`src/rtl/mfss_pkg.sv`:
```
// Shared types, constants and descriptor decode for the frame slot scheduler.
package mfss_pkg;

	localparam int SLOTS        = 20;
	localparam int SLOT_W       = $clog2(SLOTS);
	localparam int MOD5_W       = 3;
	localparam int STOP_STEP_W  = 4;
	localparam int RUN_STEP_W   = 3;
	localparam int MASK_W       = 5;
	localparam logic [MASK_W-1:0] MASK_RESET = MASK_W'(22);
	localparam int QUEUE_DEPTH  = 2;
	localparam int QPTR_W       = $clog2(QUEUE_DEPTH);
	localparam int QCNT_W       = $clog2(QUEUE_DEPTH + 1);

	// frame kinds
	localparam logic [3:0] KIND_MIT       = 4'd0;
	localparam logic [3:0] KIND_JOINT_GRP = 4'd1;
	localparam logic [3:0] KIND_WHEEL_GRP = 4'd2;
	localparam logic [3:0] KIND_STIR      = 4'd3;
	localparam logic [3:0] KIND_POWER     = 4'd4;
	localparam logic [3:0] KIND_LOCK      = 4'd5;
	localparam logic [3:0] KIND_CLEAR     = 4'd6;
	localparam logic [3:0] KIND_START     = 4'd7;
	localparam logic [3:0] KIND_LINK_IN   = 4'd8;
	localparam logic [3:0] KIND_LINK_BODY = 4'd9;
	localparam logic [3:0] KIND_LINK_KEYS = 4'd10;

	// motor indexes
	localparam logic [2:0] MOTOR_YAW    = 3'd4;
	localparam logic [2:0] MOTOR_STIR   = 3'd5;
	localparam logic [2:0] MOTOR_LTRACK = 3'd6;
	localparam logic [2:0] MOTOR_RTRACK = 3'd7;
	localparam logic [2:0] MOTOR_NONE   = 3'd0;

	// mask bits
	localparam int MB_YAW    = 0;
	localparam int MB_JOINTS = 1;
	localparam int MB_WHEELS = 2;
	localparam int MB_STIR   = 3;
	localparam int MB_TRACKS = 4;

	// descriptor positions within a tick, in emission order
	localparam int NUM_POS = 14;
	localparam int POS_W   = $clog2(NUM_POS);
	localparam logic [POS_W-1:0] POS_YAW       = POS_W'(0);
	localparam logic [POS_W-1:0] POS_JOINT0    = POS_W'(1);
	localparam logic [POS_W-1:0] POS_JOINT1    = POS_W'(2);
	localparam logic [POS_W-1:0] POS_JOINT2    = POS_W'(3);
	localparam logic [POS_W-1:0] POS_JOINT3    = POS_W'(4);
	localparam logic [POS_W-1:0] POS_WHEEL     = POS_W'(5);
	localparam logic [POS_W-1:0] POS_STIR      = POS_W'(6);
	localparam logic [POS_W-1:0] POS_LTRACK    = POS_W'(7);
	localparam logic [POS_W-1:0] POS_RTRACK    = POS_W'(8);
	localparam logic [POS_W-1:0] POS_POWER     = POS_W'(9);
	localparam logic [POS_W-1:0] POS_MAINT     = POS_W'(10);
	localparam logic [POS_W-1:0] POS_LINK_IN   = POS_W'(11);
	localparam logic [POS_W-1:0] POS_LINK_BODY = POS_W'(12);
	localparam logic [POS_W-1:0] POS_LINK_KEYS = POS_W'(13);

	typedef struct packed {
		logic              stop;
		logic [MASK_W-1:0] mask;
		logic [NUM_POS-1:0] en;
		logic              mbus;
		logic [3:0]        mkind;
		logic [2:0]        mmotor;
	} plan_t;

	typedef struct packed {
		logic       bus;
		logic [3:0] kind;
		logic [2:0] motor;
		logic       zero;
	} desc_t;

	function automatic desc_t pos_desc(input logic [POS_W-1:0] pos, input plan_t p);
		desc_t d;
		d = '{bus: 1'b0, kind: KIND_LINK_IN, motor: MOTOR_NONE, zero: 1'b0};
		case (pos)
			POS_YAW: begin
				d = '{1'b0, KIND_MIT, MOTOR_YAW, p.stop | p.mask[MB_YAW]};
			end
			POS_JOINT0: begin
				if (p.stop)
					d = '{1'b0, KIND_JOINT_GRP, MOTOR_NONE, 1'b1};
				else
					d = '{1'b0, KIND_MIT, 3'd0, p.mask[MB_JOINTS]};
			end
			POS_JOINT1: d = '{1'b0, KIND_MIT, 3'd1, p.mask[MB_JOINTS]};
			POS_JOINT2: d = '{1'b0, KIND_MIT, 3'd2, p.mask[MB_JOINTS]};
			POS_JOINT3: d = '{1'b0, KIND_MIT, 3'd3, p.mask[MB_JOINTS]};
			POS_WHEEL: begin
				d = '{1'b1, KIND_WHEEL_GRP, MOTOR_NONE, p.stop | p.mask[MB_WHEELS]};
			end
			POS_STIR:  d = '{1'b0, KIND_STIR, MOTOR_STIR, p.stop | p.mask[MB_STIR]};
			POS_LTRACK: d = '{1'b1, KIND_MIT, MOTOR_LTRACK, p.stop | p.mask[MB_TRACKS]};
			POS_RTRACK: d = '{1'b1, KIND_MIT, MOTOR_RTRACK, p.stop | p.mask[MB_TRACKS]};
			POS_POWER: d = '{1'b1, KIND_POWER, MOTOR_NONE, 1'b0};
			POS_MAINT: d = '{p.mbus, p.mkind, p.mmotor, 1'b0};
			POS_LINK_IN: d = '{1'b0, KIND_LINK_IN, MOTOR_NONE, 1'b0};
			POS_LINK_BODY: d = '{1'b0, KIND_LINK_BODY, MOTOR_NONE, 1'b0};
			POS_LINK_KEYS: d = '{1'b0, KIND_LINK_KEYS, MOTOR_NONE, 1'b0};
			default: d = '{1'b0, KIND_LINK_IN, MOTOR_NONE, 1'b0};
		endcase
		return d;
	endfunction

endpackage

```
`src/rtl/multirate_frame_slot_scheduler.sv`:
```
// Top level: frame slot scheduler, front end, plan queue and descriptor back end.
// A plan is registered in the queue, then in the back end, then as a descriptor.
// Throughput: one descriptor per cycle unless out_stall holds it; a tick of 4 to 10
//   descriptors holds the back end, ticks follow with no gap while work is queued.
// Input stalls only when the 2-entry plan queue is full.
// Reset: counters cleared, mask set to 22, queue and output emptied.
module multirate_frame_slot_scheduler import mfss_pkg::*; (
	input  logic              clk,
	input  logic              arst_n,
	input  logic              cfg_wen,
	input  logic [MASK_W-1:0] cfg_wdata,
	input  logic              in_valid,
	output logic              in_stall,
	input  logic              stop_mode,
	output logic              out_valid,
	input  logic              out_stall,
	output logic              bus_select,
	output logic [3:0]        frame_kind,
	output logic [2:0]        motor_index,
	output logic              zero_payload,
	output logic              last_frame
);

	plan_t push_plan;
	plan_t pop_plan;
	logic  push;
	logic  pop;
	logic  full;
	logic  empty;
	desc_t desc;

	mfss_front u_front (
		.clk       (clk),
		.arst_n    (arst_n),
		.cfg_wen   (cfg_wen),
		.cfg_wdata (cfg_wdata),
		.in_valid  (in_valid),
		.in_stall  (in_stall),
		.stop_mode (stop_mode),
		.q_full    (full),
		.q_push    (push),
		.q_plan    (push_plan)
	);

	mfss_queue u_queue (
		.clk     (clk),
		.arst_n  (arst_n),
		.push    (push),
		.wr_plan (push_plan),
		.pop     (pop),
		.rd_plan (pop_plan),
		.full    (full),
		.empty   (empty)
	);

	mfss_back u_back (
		.clk       (clk),
		.arst_n    (arst_n),
		.q_empty   (empty),
		.q_plan    (pop_plan),
		.q_pop     (pop),
		.out_valid (out_valid),
		.out_stall (out_stall),
		.out_desc  (desc),
		.out_last  (last_frame)
	);

	assign bus_select   = desc.bus;
	assign frame_kind   = desc.kind;
	assign motor_index  = desc.motor;
	assign zero_payload = desc.zero;

endmodule

```
`src/rtl/mfss_front.sv`:
```
// Front end: config register, slot and maintenance counters, per-tick plan build.
module mfss_front import mfss_pkg::*; (
	input  logic              clk,
	input  logic              arst_n,
	input  logic              cfg_wen,
	input  logic [MASK_W-1:0] cfg_wdata,
	input  logic              in_valid,
	output logic              in_stall,
	input  logic              stop_mode,
	input  logic              q_full,
	output logic              q_push,
	output plan_t             q_plan
);

	logic [MASK_W-1:0]      mask_q;
	logic [SLOT_W-1:0]      slot_q;
	logic [MOD5_W-1:0]      mod5_q;
	logic [STOP_STEP_W-1:0] stop_step_q;
	logic [RUN_STEP_W-1:0]  run_step_q;

	assign in_stall = q_full;
	assign q_push   = in_valid & ~q_full;

	always_comb begin
		q_plan.stop = stop_mode;
		q_plan.mask = mask_q;
		q_plan.en   = '0;
		q_plan.en[POS_YAW]       = 1'b1;
		q_plan.en[POS_JOINT0]    = ~slot_q[0];
		q_plan.en[POS_JOINT1]    = ~slot_q[0] & ~stop_mode;
		q_plan.en[POS_JOINT2]    = ~slot_q[0] & ~stop_mode;
		q_plan.en[POS_JOINT3]    = ~slot_q[0] & ~stop_mode;
		q_plan.en[POS_WHEEL]     = ~slot_q[0];
		q_plan.en[POS_STIR]      = (mod5_q == MOD5_W'(0));
		q_plan.en[POS_LTRACK]    = (slot_q[1:0] == 2'd1);
		q_plan.en[POS_RTRACK]    = (slot_q[1:0] == 2'd1);
		q_plan.en[POS_POWER]     = (mod5_q == MOD5_W'(3));
		q_plan.en[POS_MAINT]     = 1'b1;
		q_plan.en[POS_LINK_IN]   = 1'b1;
		q_plan.en[POS_LINK_BODY] = 1'b1;
		q_plan.en[POS_LINK_KEYS] = (mod5_q == MOD5_W'(4));
		if (stop_mode) begin
			if (stop_step_q < STOP_STEP_W'(6)) begin
				q_plan.mbus   = 1'b0;
				q_plan.mkind  = KIND_LOCK;
				q_plan.mmotor = stop_step_q[2:0];
			end else if (stop_step_q < STOP_STEP_W'(12)) begin
				q_plan.mbus   = 1'b0;
				q_plan.mkind  = KIND_CLEAR;
				q_plan.mmotor = 3'(stop_step_q - STOP_STEP_W'(6));
			end else if (stop_step_q < STOP_STEP_W'(14)) begin
				q_plan.mbus   = 1'b1;
				q_plan.mkind  = KIND_LOCK;
				q_plan.mmotor = 3'(stop_step_q - STOP_STEP_W'(6));
			end else begin
				q_plan.mbus   = 1'b1;
				q_plan.mkind  = KIND_CLEAR;
				q_plan.mmotor = 3'(stop_step_q - STOP_STEP_W'(8));
			end
		end else begin
			q_plan.mbus   = (run_step_q >= RUN_STEP_W'(6));
			q_plan.mkind  = KIND_START;
			q_plan.mmotor = run_step_q;
		end
	end

	always_ff @(posedge clk or negedge arst_n) begin
		if (!arst_n) begin
			mask_q      <= MASK_RESET;
			slot_q      <= '0;
			mod5_q      <= '0;
			stop_step_q <= '0;
			run_step_q  <= '0;
		end else begin
			if (cfg_wen)
				mask_q <= cfg_wdata;
			if (q_push) begin
				slot_q <= (slot_q == SLOT_W'(SLOTS - 1)) ? '0 : slot_q + SLOT_W'(1);
				mod5_q <= (mod5_q == MOD5_W'(4)) ? '0 : mod5_q + MOD5_W'(1);
				if (stop_mode)
					stop_step_q <= stop_step_q + STOP_STEP_W'(1);
				else
					run_step_q <= run_step_q + RUN_STEP_W'(1);
			end
		end
	end

endmodule

```
`src/rtl/mfss_queue.sv`:
```
// Short plan queue between front and back ends.
module mfss_queue import mfss_pkg::*; (
	input  logic  clk,
	input  logic  arst_n,
	input  logic  push,
	input  plan_t wr_plan,
	input  logic  pop,
	output plan_t rd_plan,
	output logic  full,
	output logic  empty
);

	plan_t             mem_q [QUEUE_DEPTH];
	logic [QPTR_W-1:0] wr_ptr_q;
	logic [QPTR_W-1:0] rd_ptr_q;
	logic [QCNT_W-1:0] cnt_q;

	assign full    = (cnt_q == QCNT_W'(QUEUE_DEPTH));
	assign empty   = (cnt_q == '0);
	assign rd_plan = mem_q[rd_ptr_q];

	always_ff @(posedge clk) begin
		if (push)
			mem_q[wr_ptr_q] <= wr_plan;
	end

	always_ff @(posedge clk or negedge arst_n) begin
		if (!arst_n) begin
			wr_ptr_q <= '0;
			rd_ptr_q <= '0;
			cnt_q    <= '0;
		end else begin
			if (push)
				wr_ptr_q <= (wr_ptr_q == QPTR_W'(QUEUE_DEPTH - 1)) ? '0 : wr_ptr_q + QPTR_W'(1);
			if (pop)
				rd_ptr_q <= (rd_ptr_q == QPTR_W'(QUEUE_DEPTH - 1)) ? '0 : rd_ptr_q + QPTR_W'(1);
			case ({push, pop})
				2'b10:   cnt_q <= cnt_q + QCNT_W'(1);
				2'b01:   cnt_q <= cnt_q - QCNT_W'(1);
				default: cnt_q <= cnt_q;
			endcase
		end
	end

endmodule

```
`src/rtl/mfss_back.sv`:
```
// Back end: walks the enabled positions of a plan, one registered descriptor per cycle while the output is not stalled.
module mfss_back import mfss_pkg::*; (
	input  logic  clk,
	input  logic  arst_n,
	input  logic  q_empty,
	input  plan_t q_plan,
	output logic  q_pop,
	output logic  out_valid,
	input  logic  out_stall,
	output desc_t out_desc,
	output logic  out_last
);

	plan_t              plan_q;
	logic [NUM_POS-1:0] rem_q;
	logic               out_valid_q;
	desc_t              desc_q;
	logic               last_q;

	logic               adv;
	logic               emit;
	logic [NUM_POS-1:0] rem_clr;
	logic [NUM_POS-1:0] rem_after;
	logic [POS_W-1:0]   pos;

	assign adv       = ~out_valid_q | ~out_stall;
	assign emit      = adv & (|rem_q);
	assign rem_clr   = rem_q & (rem_q - NUM_POS'(1));
	assign rem_after = emit ? rem_clr : rem_q;
	assign q_pop     = ~q_empty & (rem_after == '0);

	always_comb begin
		pos = '0;
		for (int i = NUM_POS - 1; i >= 0; i--) begin
			if (rem_q[i])
				pos = POS_W'(i);
		end
	end

	always_ff @(posedge clk) begin
		if (q_pop)
			plan_q <= q_plan;
		if (emit) begin
			desc_q <= pos_desc(pos, plan_q);
			last_q <= (rem_clr == '0);
		end
	end

	always_ff @(posedge clk or negedge arst_n) begin
		if (!arst_n) begin
			rem_q       <= '0;
			out_valid_q <= 1'b0;
		end else begin
			rem_q <= q_pop ? q_plan.en : rem_after;
			if (adv)
				out_valid_q <= |rem_q;
		end
	end

	assign out_valid = out_valid_q;
	assign out_desc  = desc_q;
	assign out_last  = last_q;

endmodule

```
`config.mk`:
```
export PLATFORM = sky130hd
export DESIGN_NAME = multirate_frame_slot_scheduler
export DESIGN_NICKNAME = d
export VERILOG_FILES = /design/src/rtl/mfss_pkg.sv /design/src/rtl/multirate_frame_slot_scheduler.sv /design/src/rtl/mfss_front.sv /design/src/rtl/mfss_queue.sv /design/src/rtl/mfss_back.sv
export SDC_FILE = /design/constraint.sdc
export NUM_CORES = 1
export LEC_CHECK = 0
export BUFFER_PORTS_ARGS = -buffer_cell sky130_fd_sc_hd__buf_4
export CAP_MARGIN = 10
export CORE_MARGIN = 2
export CORE_UTILIZATION = 56
export DETAILED_ROUTE_END_ITERATION = 7
export GPL_ROUTABILITY_DRIVEN = 0
export PLACE_DENSITY_LB_ADDON = 0.15
export RECOVER_POWER = 100
export REMOVE_ABC_BUFFERS = 1
export SETUP_SLACK_MARGIN = 0.1
export SYNTH_ARGS = -nofsm -noshare
export SYNTH_HDL_FRONTEND = slang
export SYNTH_SLANG_ARGS = --single-unit
```
`constraint.sdc`:
```
create_clock -name clk -period 3.6 [get_ports clk]
set_input_delay 0.72 -clock clk [delete_from_list [all_inputs] [get_ports clk]]
set_output_delay 0.72 -clock clk [all_outputs]
set_load 0.1 [all_outputs]
```
# Word level (Yosys, flattened, before mapping)
# Memories as Yosys holds them, arrays and structs flattened.
# Index checks and enable logic that the tools add are counted.
# W data, S select, Z words.
dict set report op_classes {
  add_sub_neg 11
  magnitude_cmp 4
  eq_ne 19
  muxes 29
  n_bitwise 16
  reduce_logical 9
}
# operator count
set ops {}
lappend ops {{$pmux W9 S13} 1}
lappend ops {{$mux W4} 14}
lappend ops {{$logic_not A14 Y1} 2}
lappend ops {{$mux W14} 2}
lappend ops {{$mux W8} 3}
lappend ops {{$eq A4 B4 Y1 const B} 5}
lappend ops {{$eq A4 B3 Y1 const B} 4}
lappend ops {{$mux W5} 3}
lappend ops {{$and A14 B14 Y14} 1}
lappend ops {{$reduce_or A14 Y1} 1}
lappend ops {{$sub A14 B1 Y14 const B} 1}
lappend ops {{$eq A4 B2 Y1 const B} 2}
lappend ops {{$lt A4 B4 Y1 const B} 2}
lappend ops {{$add A3 B1 Y3 const B} 2}
lappend ops {{$not A1 Y1} 6}
lappend ops {{$add A5 B1 Y5 const B} 1}
lappend ops {{$eq A5 B5 Y1 const B} 1}
lappend ops {{$or A1 B1 Y1} 5}
lappend ops {{$add A4 B1 Y4 const B} 1}
lappend ops {{$and A1 B1 Y1} 4}
lappend ops {{$eq A2 B1 Y1 const B} 2}
lappend ops {{$eq A2 B2 Y1 const B} 2}
lappend ops {{$eq A4 B1 Y1 const B} 1}
lappend ops {{$logic_not A4 Y1} 1}
lappend ops {{16 further kinds} 21}
dict set report word_totals {
  ff_bits 63
  ramBits 48
  input_bits 11
  word_cells 109
  n_memories 1
}
# memory words word_bits read_ports rd_clocked_by_memory_dff wr line
set memory_table {}
lappend memory_table {u_queue.mem_q 2 24 1 0 1 mfss_queue.sv:13} ;# plan_t mem_q [QUEUE_DEPTH];

# Longest topological paths before layout
# Gate-level depths: netlist of the first run.
dict set report logic_depth {
  ltp_word 16
  depth_mapped 11
  depth_no_buf 9
}

# Cells and area by module
# From an unflattened synthesis of the first run, not the netlist that was laid out.
dict set report unflattened {
  cells_unflattened 432
  area_unflattened_um2 5606.6
}
# module instances cells_per_inst area_each_um2
set modules_own_cells {}
lappend modules_own_cells {mfss_queue 1 103 2252.2}
lappend modules_own_cells {mfss_back 1 223 2222.1}
lappend modules_own_cells {mfss_front 1 106 1132.3}

# Worst setup path before layout of the first run
# OpenSTA, ideal clock, no wires.
dict set report synth_timing {
  kind {reg-to-reg}
  start {register u_back.out_valid_q (netlist: u_back.out_valid)}
  end {register u_queue.cnt_q[1]}
  setup_ns 0.079
  arrival_time_ns 2.891
  required_ns 3.521
  setup_slack_ns 0.630
  stages_incl_launch_ff 10
  path_buffers 1
  period_less_slack_ns 2.970
  cell_sequence {dfrtp_1 -> and2_1 -> clkbuf_1 -> o41ai_2 -> o21ai_1 -> nor4_4 -> and4_2 -> ha_1 -> nor2_1 -> xor2_1}
}
dict set report synth_between {
  elab_chain_len 8
}
# element line
set synth_rtl {}
lappend synth_rtl {{start: declaration} mfss_back.sv:16} ;# logic out_valid_q;
lappend synth_rtl {{start signal: assignment} mfss_back.sv:56} ;# out_valid_q <= |rem_q;
lappend synth_rtl {{$not A1 Y1 *} mfss_back.sv:26} ;# assign adv = ~out_valid_q | ~out_stall;
lappend synth_rtl {{$or A1 B1 Y1 *} mfss_back.sv:26}
lappend synth_rtl {{$and A1 B1 Y1 *} mfss_back.sv:27} ;# assign emit = adv & (|rem_q);
lappend synth_rtl {{$mux W14 *} mfss_back.sv:29} ;# assign rem_after = emit ? rem_clr : rem_q;
lappend synth_rtl {{$logic_not A14 Y1 *} mfss_back.sv:30} ;# assign q_pop = ~q_empty & (rem_after == '0);
lappend synth_rtl {{$and A1 B1 Y1 *} mfss_back.sv:30}
lappend synth_rtl {{via pop} multirate_frame_slot_scheduler.sv:27} ;# logic pop;
lappend synth_rtl {{$eq A2 B1 Y1 or $eq A2 B2 Y1 (tied branches)} mfss_queue.sv:37} ;# case ({push, pop})
lappend synth_rtl {{$pmux W2 S2 or $reduce_bool A2 Y1 (tied branches)} n/a}
lappend synth_rtl {{end signal: assignment} mfss_queue.sv:38} ;# 2'b10: cnt_q <= cnt_q + QCNT_W'(1);
lappend synth_rtl {{end signal: assignment} mfss_queue.sv:39} ;# 2'b01: cnt_q <= cnt_q - QCNT_W'(1);
lappend synth_rtl {{end signal: assignment} mfss_queue.sv:40} ;# default: cnt_q <= cnt_q;
lappend synth_rtl {{end: declaration} mfss_queue.sv:16} ;# logic [QCNT_W-1:0] cnt_q;
# The timed path passes the listed nets; every way through them passes the cells marked *.
# A chain may end at the register's enable or synchronous reset.

# Worst setup path after layout of the first run
dict set report layout_timing {
  start {register u_back.rem_q[4]}
  end {register u_queue.cnt_q[1]}
}
dict set report layout_between {
  elab_chain_len 7
}
# element line
set layout_rtl {}
lappend layout_rtl {{start: declaration} mfss_back.sv:15} ;# logic [NUM_POS-1:0] rem_q;
lappend layout_rtl {{start signal: assignment} mfss_back.sv:54} ;# rem_q <= q_pop ? q_plan.en : rem_after;
lappend layout_rtl {{$sub A14 B1 Y14 or $reduce_or A14 Y1 (tied branches)} {mfss_back.sv:28, mfss_back.sv:27}}
lappend layout_rtl {{$and A14 B14 Y14 or $and A1 B1 Y1 (tied branches)} {mfss_back.sv:28, mfss_back.sv:27}}
lappend layout_rtl {{$mux W14 *} mfss_back.sv:29}
lappend layout_rtl {{$logic_not A14 Y1 *} mfss_back.sv:30}
lappend layout_rtl {{$and A1 B1 Y1 *} mfss_back.sv:30}
lappend layout_rtl {{via pop} multirate_frame_slot_scheduler.sv:27}
lappend layout_rtl {{$eq A2 B1 Y1 or $eq A2 B2 Y1 (tied branches)} mfss_queue.sv:37}
lappend layout_rtl {{$pmux W2 S2 or $reduce_bool A2 Y1 (tied branches)} n/a}
# Marked as above.

==> results by group, run 1 <==
Route
  • WL final: 7990 µm
  • Routed Antenna Nets: 0
  • Via count: 2,871
  • DRC violations left: 0
  • Vias/cell: 5.79
  • Iter 0 DRT Violations: 145
  • 1st-pass router iterations: 4
  • DR WL/cell: 16.1 µm

GRT
  • Grt ovf: 0
  • Top Usage Layer GRT: met2
  • Pin count of the biggest net entering global routing: 40
  • Initial antenna violation count: 0
  • Met2 Resource Use GR: 32.5%
  • Met3 Use GR: 2.87%
  • Overall routing resource usage: 19.9%
  • GRT met1 Usage: 26.6%
  • Vias in the first global route: 2,839
  • First-pass GRT wire length: 13,600 µm

Setup path
  • CP max FO: 13
  • Worst path slowest cell: or4_1
  • CP Cell Sequence: or4_1, o41ai_1, a211oi_1, o32a_1, and4_2, ha_1, xnor2_1, nor2_1, xor2_1
  • Critical Path Max Stage Delay: 0.65 ns
  • Critical path class: register to register
  • Worst setup EP type: register
  • Worst Setup Start Kind: register
  • R2R Setup Slk: 0.44 ns
  • Worst EP arrival: 3.42 ns
  • CP required: 3.86 ns

Timing
  • Final Hold Fails: 0
  • Slew of the pin with the lowest slew margin: 2.12 ns
  • RSZ-0062 raised after global routing: no
  • Final setup vio count: 0
  • Slew Limit Fails: 40
  • Final period utilization: 87.8%
  • Final Critical Period: 3.16 ns
  • Relative slew slack: -41.1%
  • Fmax: 316 MHz
  • Worst Skew: 0.0131 ns
  • Post-route setup TNS: 0 ns

Final layout
  • Share of post-route cells with drive strength above 1: 14.0%
  • Fillers: 627
  • N_diodes: 0
  • Post-layout nets: 409
  • Synthesis-to-finish area growth: 7.39%
  • Finished Layout Cells: 496

Synth
  • Top cells by count, synth: edfxtp_1, dfrtp_1, nand2_1, nor2_1, o21ai_0
  • Yosys cell types: 62
  • Area leader, netlist: edfxtp_1
  • Leading cell type by number of instances after synthesis: edfxtp_1
  • Share of Yosys cell area claimed by the top area cell type: 38.1%
  • Asr flop ratio synth: 40.2%
  • Syn Area/Cell: 12.2 µm²
  • Total of warnings raised by yosys: 0
  • Seq/Total Area, Yosys: 59.5%
  • Main synth FF type: edfxtp_1
  • Post-synth design cell area: 4570 µm²
  • Largest cells by area after synthesis: edfxtp_1, dfrtp_1, mux2_2
  • EDFF count, synth: 58
  • Synth Instances: 376
  • Synth Register Bits: 97

Clock network
  • CTS max path bufs: 2
  • Hold Buf Count CTS: 0
  • Setup bufs post-CTS: 0
  • CTS sink count: 97
  • CTS Root Cell: clkbuf_8
  • Number of buffers created by CTS: 9
  • CTS tree: yes
  • H-tree levels: 3
  • Later-pin clock latency in the skew report: 0.37 ns
  • Post-cts gate resize count: 0
  • Clock-pin slew on the worst setup and hold paths: 0.10 ns

Die
  • Chip Height: 94.4 µm
  • Top-Level Pins: 23
  • Core area: 7810 µm²
  • Num rows: 32
  • Initial Util: 58.6%
  • Die Width: 94.4 µm
  • DIE AREA: 8910 µm²

Place
  • I/O Buffers: 22
  • HPWL after DPL: 5610 µm
  • Placed insts: 480

Run
  • MaxCap Viol Count: 1

Run status
  • Failing checks: capacitance limit, slew limit
  • Status: finished, violations left

Worst hold path
  • Hold Crit Class: register to register
-- critical path, delay by kind of cell (launching register included) --
kind	cells	cell delay [ns]
and+or+nand+nor	3	1.09
AOI/OAI and AO/OA	3	0.89
DFF	1	0.52
xor gates and xnor gates	2	0.32
adders and majority gates	1	0.24
-- routing by layer --
metal | share of wire [%] | wire length, µm
met1 | 46 | 3680
met2 | 48 | 3840
met3 | 3.8 | 302
met4 | 2.1 | 168
met5 | 0 | 0
-- final timing paths --
path	to	from	depth (start not counted)
max	u_queue.cnt_q[1]	u_back.rem_q[4]	9
min	u_queue.mem_q[0][21]	u_front.mask_q[3]	0
max reg2reg	u_queue.cnt_q[1]	u_back.rem_q[4]	9
min reg2reg	u_queue.mem_q[0][21]	u_front.mask_q[3]	0
max in group asynchronous	u_front.mod5_q[0]	arst_n	1
min in group asynchronous	u_back.rem_q[2]	arst_n	1
-- per-stage QoR --
stage / util (%) / setup WS, ns / hold WS [ns] / area (µm²)
4_1_cts: 64.2 / 0.433 / 0.317 / 5010
3_3_place_gp: 61.2 / 0.626 / 0.459 / 4780
6_report: 62.9 / 0.438 / 0.487 / 4910
5_1_grt: 62.9 / 0.284 / 0.497 / 4910
3_5_place_dp: 61.2 / 0.467 / 0.466 / 4780
2_1_floorplan: - / 0.597 / 0.424 / 4460
-- cell usage in the layout (no fill, tap or decap), types with 8 or more instances in the layout --
cell type and instances:
edfxtp_1 58, dfrtp_1 36, o21ai_0 30, nand2_1 28, nor2_1 28, clkbuf_1 18
mux2_2 17, inv_1 14, a21oi_1 13, nand3_1 9, mux2i_1 9, xnor2_1 9
ha_1 9, clkbuf_8 9, buf_4 8
-- final cells by class --
| type | instances | area, µm² | area share, % |
|---|---|---|---|
| Inverter | 14 | 52.6 | 1.07 |
| Sequential cell | 97 | 2720 | 55.4 |
| Timing Repair Buffer | 26 | 128 | 2.60 |
| Tap cell | 102 | 128 | 2.60 |
| Multi-Input combinational cell | 241 | 1650 | 33.6 |
| Clock inverter | 6 | 81.3 | 1.66 |
| Clock buffer | 10 | 149 | 3.03 |
-- sequential cells by signal, summed over array words and instances (netlist names), 3 cells and up --
name / count
u_queue.mem_q: 36
u_back.rem_q: 14
u_back.plan_q: 12
u_back.out_desc: 9
u_front.mask_q: 5
u_front.slot_q: 5
u_front.stop_step_q: 4
u_front.mod5_q: 3
u_front.run_step_q: 3
-- logic make-up (layout without fill, tap and decap cells) --
| group | after synthesis | count (layout) | share of synthesized area [%] |
|---|---|---|---|
| compound gates | 76 | 76 | 11.4 |
| xor+xnor | 12 | 12 | 2.46 |
| fa+ha+maj | 12 | 12 | 3.15 |
| buf+inv | 38 | 56 | 3.72 |
| flops | 97 | 97 | 59.5 |
| mux | 28 | 28 | 6.65 |
| simple gates | 113 | 113 | 13.2 |
Power of run 1 is left out: the tool's default activity adds up to more than one toggle a clock period on the data nets, which glitch-free logic cannot reach.
==> run 2, diff against run 1 <==
--- a/config.mk
+++ b/config.mk
@@ -8,7 +8,7 @@
 export BUFFER_PORTS_ARGS = -buffer_cell sky130_fd_sc_hd__buf_4
 export CAP_MARGIN = 10
 export CORE_MARGIN = 2
-export CORE_UTILIZATION = 56
+export CORE_UTILIZATION = 32
 export DETAILED_ROUTE_END_ITERATION = 7
 export GPL_ROUTABILITY_DRIVEN = 0
 export PLACE_DENSITY_LB_ADDON = 0.15
==> run 2 against run 1 <==
Against the previous run: sequential share of layout area decreased by 1.9 points; largest cell class unchanged; design area rose by 3.6%; critical path depth is 1 lower; utilization is 26 points lower; wire length up 12%; clock skew down 0.0054 ns; the flow still finishes with violations (capacitance limit, slew limit); via count fell by 0.10%; cell count up 17%; global-route usage is 7.0 points lower.
==> results by group, run 2 (synthesized netlist as in run 1, its figures left out) <==
Run status
  • Status: finished, violations left
  • Failing checks: capacitance limit, slew limit

Worst hold path
  • Hold Crit Class: register to register
  • Worst hold path cell count: 0
  • Worst hold start: u_front.mask_q[0]

Clock network
  • CTS tree: yes
  • CTS Root Cell: clkbuf_16
  • Later-pin clock latency in the skew report: 0.34 ns
  • H-tree levels: 3
  • CTS max path bufs: 2
  • Clock-pin slew on the worst setup and hold paths: 0.07 ns
  • Post-cts gate resize count: 0
  • Number of buffers created by CTS: 9
  • CTS sink count: 97
  • Hold Buf Count CTS: 0
  • Setup bufs post-CTS: 0

Timing
  • Final setup vio count: 0
  • Post-route setup TNS: 0 ns
  • RSZ-0062 raised after global routing: no
  • Final Critical Period: 3.14 ns
  • Slew of the pin with the lowest slew margin: 2.29 ns
  • Final period utilization: 87.2%
  • Fmax: 318 MHz
  • Slew Limit Fails: 40
  • Worst Skew: 0.00766 ns
  • Final worst slack: 0.459 ns
  • Relative slew slack: -52.6%
  • Final Hold Fails: 0

Setup path
  • CP Launch Point: u_back.rem_q[6]
  • Worst Setup Start Kind: register
  • Logic depth of the worst path, buffers included: 8
  • CP Cell Sequence: or4_1, o41ai_1, a211oi_1, o32a_1, and4_2, ha_1, nor2_1, xor2_1
  • Crit path capture: u_queue.cnt_q[1]
  • CP required: 3.87 ns
  • Worst EP arrival: 3.41 ns
  • R2R depth: 8
  • Buf/Inv on CP: 0
  • Worst path slowest cell: or4_1
  • Reg2reg start: u_back.rem_q[6]
  • CP delay by family, top: simple AND/OR/NAND/NOR gates
  • CP max FO: 13
  • R2R Setup Slk: 0.46 ns
  • FF-to-FF End: u_queue.cnt_q[1]
  • Worst setup EP type: register
  • Critical Path Max Stage Delay: 0.67 ns
  • Critical path class: register to register

GRT
  • Vias in the first global route: 2,945
  • Initial antenna violation count: 0
  • First-pass GRT wire length: 14,800 µm
  • Grt ovf: 0
  • Pin count of the biggest net entering global routing: 40
  • Overall routing resource usage: 12.9%

Die
  • DIE AREA: 15,300 µm²
  • Top-Level Pins: 23
  • Initial Util: 32.8%
  • Die Width: 124 µm
  • Chip Height: 124 µm
  • Core area: 13,900 µm²
  • Num rows: 43

Final layout
  • Max FFs per register: 36
  • Most common cell after layout, fill and taps aside: edfxtp_1
  • Final core utilization: 36.5%
  • Largest registers: u_queue.mem_q (36), u_back.rem_q (14), u_back.plan_q (12)
  • Synthesis-to-finish area growth: 11.3%
  • Finished Layout Cells: 578
  • Fillers: 1,359
  • Post-layout nets: 413
  • Share of post-route cells with drive strength above 1: 13.3%
  • Leading cell types in the layout, fill and taps excluded: edfxtp_1, dfrtp_1, o21ai_0
  • N_diodes: 0
  • Biggest register: u_queue.mem_q

Place
  • HPWL after DPL: 6250 µm
  • Pre-CTS setup slack: 0.487 ns
  • Placed insts: 562
  • I/O Buffers: 22

Route
  • Routed Antenna Nets: 0
  • 1st-pass router iterations: 4
  • Via count: 2,868
  • DR WL/cell: 15.4 µm
  • Vias/cell: 4.96
  • Iter 0 DRT Violations: 201
  • WL final: 8920 µm
  • DRC violations left: 0

Run
  • MaxCap Viol Count: 1
==> run 2: cell count changes in the layout (fill, tap and decap cells not counted), moves of 2 or more <==
cell       before  now
clkbuf_8        9    0
clkbuf_16       1    9
clkbuf_1       18   22
buf_4           8   10
inv_6           3    1
==> run 2: worst reg2reg max path, cell delays in order (launching register included) <==
cell and delay, ns:
dfrtp_1 0.49, or4_1 0.67, o41ai_1 0.58, a211oi_1 0.13, o32a_1 0.23, and4_2 0.34, ha_1 0.34, nor2_1 0.14
xor2_1 0.15
==> run 2: how the worst min path moves through the flow <==
| stage | end | slack (ns) |
|---|---|---|
| after floorplan | u_back.out_valid | 0.42 |
| after global placement | u_queue.mem_q[0][18] | 0.46 |
| after detailed placement | u_queue.mem_q[1][18] | 0.46 |
| after CTS | u_back.rem_q[0] | 0.38 |
| after global routing | u_queue.mem_q[0][18] | 0.48 |
| final | u_queue.mem_q[0][18] | 0.47 |
==> run 2: per-stage QoR <==
step / cell area, µm² / hold WS (ns)
6_report: 5090 / 0.473
5_1_grt: 5090 / 0.483
4_1_cts: 5190 / 0.380
3_5_place_dp: 4910 / 0.458
3_3_place_gp: 4910 / 0.457
2_1_floorplan: 4460 / 0.424
==> run 2: metal layers <==
layer	wire length (µm)	track usage, %	vias up
met5	0	0	-
met4	268	7.39	0
met3	287	2.68	19
met2	4210	20.5	49
met1	4150	16.3	1391
li1	-	-	1409
==> run 2: final cells by class <==
type | instances | area, µm² | share of cell area [%]
Sequential cell | 97 | 2720 | 53.5
Multi-Input combinational cell | 241 | 1650 | 32.5
Clock buffer | 11 | 233 | 4.57
Tap cell | 180 | 225 | 4.42
Timing Repair Buffer | 30 | 150 | 2.95
Clock inverter | 5 | 55.1 | 1.08
Inverter | 14 | 52.6 | 1.03
Power of run 2 is left out for the same reason.
==> run 3, diff against run 2 <==
--- a/config.mk
+++ b/config.mk
@@ -17,4 +17,5 @@
 export SETUP_SLACK_MARGIN = 0.1
 export SYNTH_ARGS = -nofsm -noshare
 export SYNTH_HDL_FRONTEND = slang
+export SYNTH_HIERARCHICAL = 1
 export SYNTH_SLANG_ARGS = --single-unit
==> constraint.sdc (replaced) <==
create_clock -name clk -period 3.6 [get_ports clk]
set_input_delay 0.9 -clock clk [delete_from_list [all_inputs] [get_ports clk]]
set_output_delay 0.9 -clock clk [all_outputs]
set_load 0.1 [all_outputs]
==> run 3 against run 2 <==
Against the previous run: the flow still finishes with violations (capacitance limit, slew limit); wire length grew 24%; non-clock buffer count shrank 1; flip-flop and latch count is 22 higher; critical path type unchanged.
==> results by group, run 3 <==
Timing
  • Worst Skew: 0.00442 ns
  • Final Hold Fails: 0
  • Relative slew slack: -60.3%
  • Final Critical Period: 3.18 ns
  • Final period utilization: 88.2%
  • Fmax: 315 MHz
  • Final setup vio count: 0
  • Slew Limit Fails: 66
  • RSZ-0062 raised after global routing: no
  • Slew of the pin with the lowest slew margin: 2.40 ns
  • Post-route setup TNS: 0 ns

Synth
  • Seq/Total Area, Yosys: 60.3%
  • Total of warnings raised by yosys: 6
  • Leading cell type by number of instances after synthesis: edfxtp_1
  • Asr flop ratio synth: 32.8%
  • Synth Instances: 432
  • Top cells by count, synth: edfxtp_1, dfrtp_1, nor2_1
  • Main synth FF type: edfxtp_1
  • Largest cells by area after synthesis: edfxtp_1, dfrtp_1, mux2_2
  • Area leader, netlist: edfxtp_1
  • Synth Register Bits: 119
  • Post-synth design cell area: 5610 µm²
  • EDFF count, synth: 80
  • Syn Area/Cell: 13.0 µm²
  • Share of Yosys cell area claimed by the top area cell type: 42.8%
  • Yosys cell types: 73

Setup path
  • Worst Setup Start Kind: register
  • Worst path slowest cell: or4_4
  • Critical Path Max Stage Delay: 0.61 ns
  • CP Cell Sequence: or4_4, nor3_4, a31oi_1, nor4_1, and4_4, ha_1, nor2_1, xor2_1
  • Worst setup EP type: register
  • Critical path class: register to register
  • CP required: 3.93 ns
  • CP max FO: 13
  • Buf/Inv on CP: 0
  • Worst EP arrival: 3.50 ns
  • CP delay by family, top: simple AND/OR/NAND/NOR gates

Run status
  • Failing checks: capacitance limit, slew limit
  • Status: finished, violations left

Route
  • DR WL/cell: 16.0 µm
  • 1st-pass router iterations: 4
  • Iter 0 DRT Violations: 215
  • DRC violations left: 0
  • WL final: 11,100 µm
  • Via count: 3,423
  • Vias/cell: 4.96
  • Routed Antenna Nets: 0

Clock network
  • CTS Root Cell: clkbuf_16
  • Later-pin clock latency in the skew report: 0.41 ns
  • H-tree levels: 4
  • CTS max path bufs: 2
  • Post-cts gate resize count: 0
  • CTS tree: yes
  • Clock-pin slew on the worst setup and hold paths: 0.05 ns
  • Hold Buf Count CTS: 0
  • Setup bufs post-CTS: 0
  • CTS sink count: 119
  • Number of buffers created by CTS: 17

Die
  • Core area: 17,200 µm²
  • DIE AREA: 18,600 µm²
  • Chip Height: 136 µm
  • Top-Level Pins: 23
  • Die Width: 136 µm
  • Initial Util: 32.5%
  • Num rows: 48

Worst hold path
  • Hold Crit Class: register to register

Final layout
  • Largest registers: u_queue/mem_q (56), u_back/plan_q (14), u_back/rem_q (14)
  • Max FFs per register: 56
  • FF+latch area: 3380 µm²
  • Most common cell after layout, fill and taps aside: edfxtp_1
  • Multi-input logic area: 1890 µm²
  • Post-layout nets: 471
  • Leading cell types in the layout, fill and taps excluded: edfxtp_1, dfrtp_1, nor2_1
  • Synthesis-to-finish area growth: 13.8%
  • Biggest register: u_queue/mem_q
  • N_diodes: 0
  • Fillers: 1,666
  • Share of post-route cells with drive strength above 1: 18.1%

GRT
  • Initial antenna violation count: 0
  • Grt ovf: 0
  • Overall routing resource usage: 13.1%
  • Vias in the first global route: 3,524
  • Pin count of the biggest net entering global routing: 40
  • First-pass GRT wire length: 18,200 µm

Run
  • MaxCap Viol Count: 2

Place
  • HPWL after DPL: 7390 µm
  • I/O Buffers: 22
[run 3: changes by cell type after synthesis, moves of 4 or more]
cell,change
mux2_4,+11
a22o_1,+7
mux2i_1,-5
o21ai_0,-8
a21oi_1,+5
nor4_1,+4
clkbuf_1,-12
o31ai_1,-4
mux2_2,+5
buf_4,+15
or3_1,-4
o22ai_1,+5
edfxtp_1,+22
[run 3: per-stage QoR]
stage	area, µm²	cells	setup slack [ns]	utilization (%)	hold WS, ns
after CTS	6490	690	0.563	37.6	0.471
after detailed placement	5880	658	0.267	34.1	0.457
final	6380	690	0.424	37.0	0.468
after floorplan	5380	404	0.368	-	0.438
after global placement	5880	658	0.315	34.1	0.454
after global routing	6380	690	0.235	37.0	0.486
[run 3: final timing paths]
kind	depth (start not counted)	from	endpoint	slack, ns
min in group asynchronous	1	arst_n	u_back/out_valid	1.22
worst max register to register	8	u_back/rem_q[1]	u_queue/cnt_q[1]	0.42
worst min-delay path	0	u_front/mask_q[3]	u_queue/mem_q[1][25]	0.47
max in group asynchronous	1	arst_n	u_front/mod5_q[1]	1.00
worst min register to register	0	u_front/mask_q[3]	u_queue/mem_q[1][25]	0.47
worst max-delay path	8	u_back/rem_q[1]	u_queue/cnt_q[1]	0.42
[run 3: cell type report]
class / instances / share of cell area (%)
clock inverter: 15 / 2.88
multi-input combinational: 268 / 29.7
tap: 225 / 4.41
inverter: 17 / 1.02
sequential: 119 / 53.0
timing repair buffer: 29 / 2.33
clock buffer: 17 / 6.67
[run 3: cells by family (layout without fill, tap and decap cells)]
family                     Yosys count  after routing  share of synthesized area, %
adders and majority gates           10             10                          2.14
and+or+nand+nor                    118            118                          11.3
muxes                               40             40                          8.68
other                                2              6                         0.134
xor gates and xnor gates            12             12                          1.87
DFF                                119            119                          60.3
buffers and inverters               49             78                          5.58
AOI/OAI and AO/OA                   82             82                          9.98
[run 3: per-layer routing]
layer / wire [µm] / vias to the layer above / global-route usage (%)
met4: 193 / 0 / 6.25
met1: 5500 / 1705 / 17.6
met2: 4910 / 75 / 19.6
li1: - / 1628 / -
met3: 452 / 15 / 3.43
met5: 0 / - / 0
Power of run 3 is left out for the same reason.
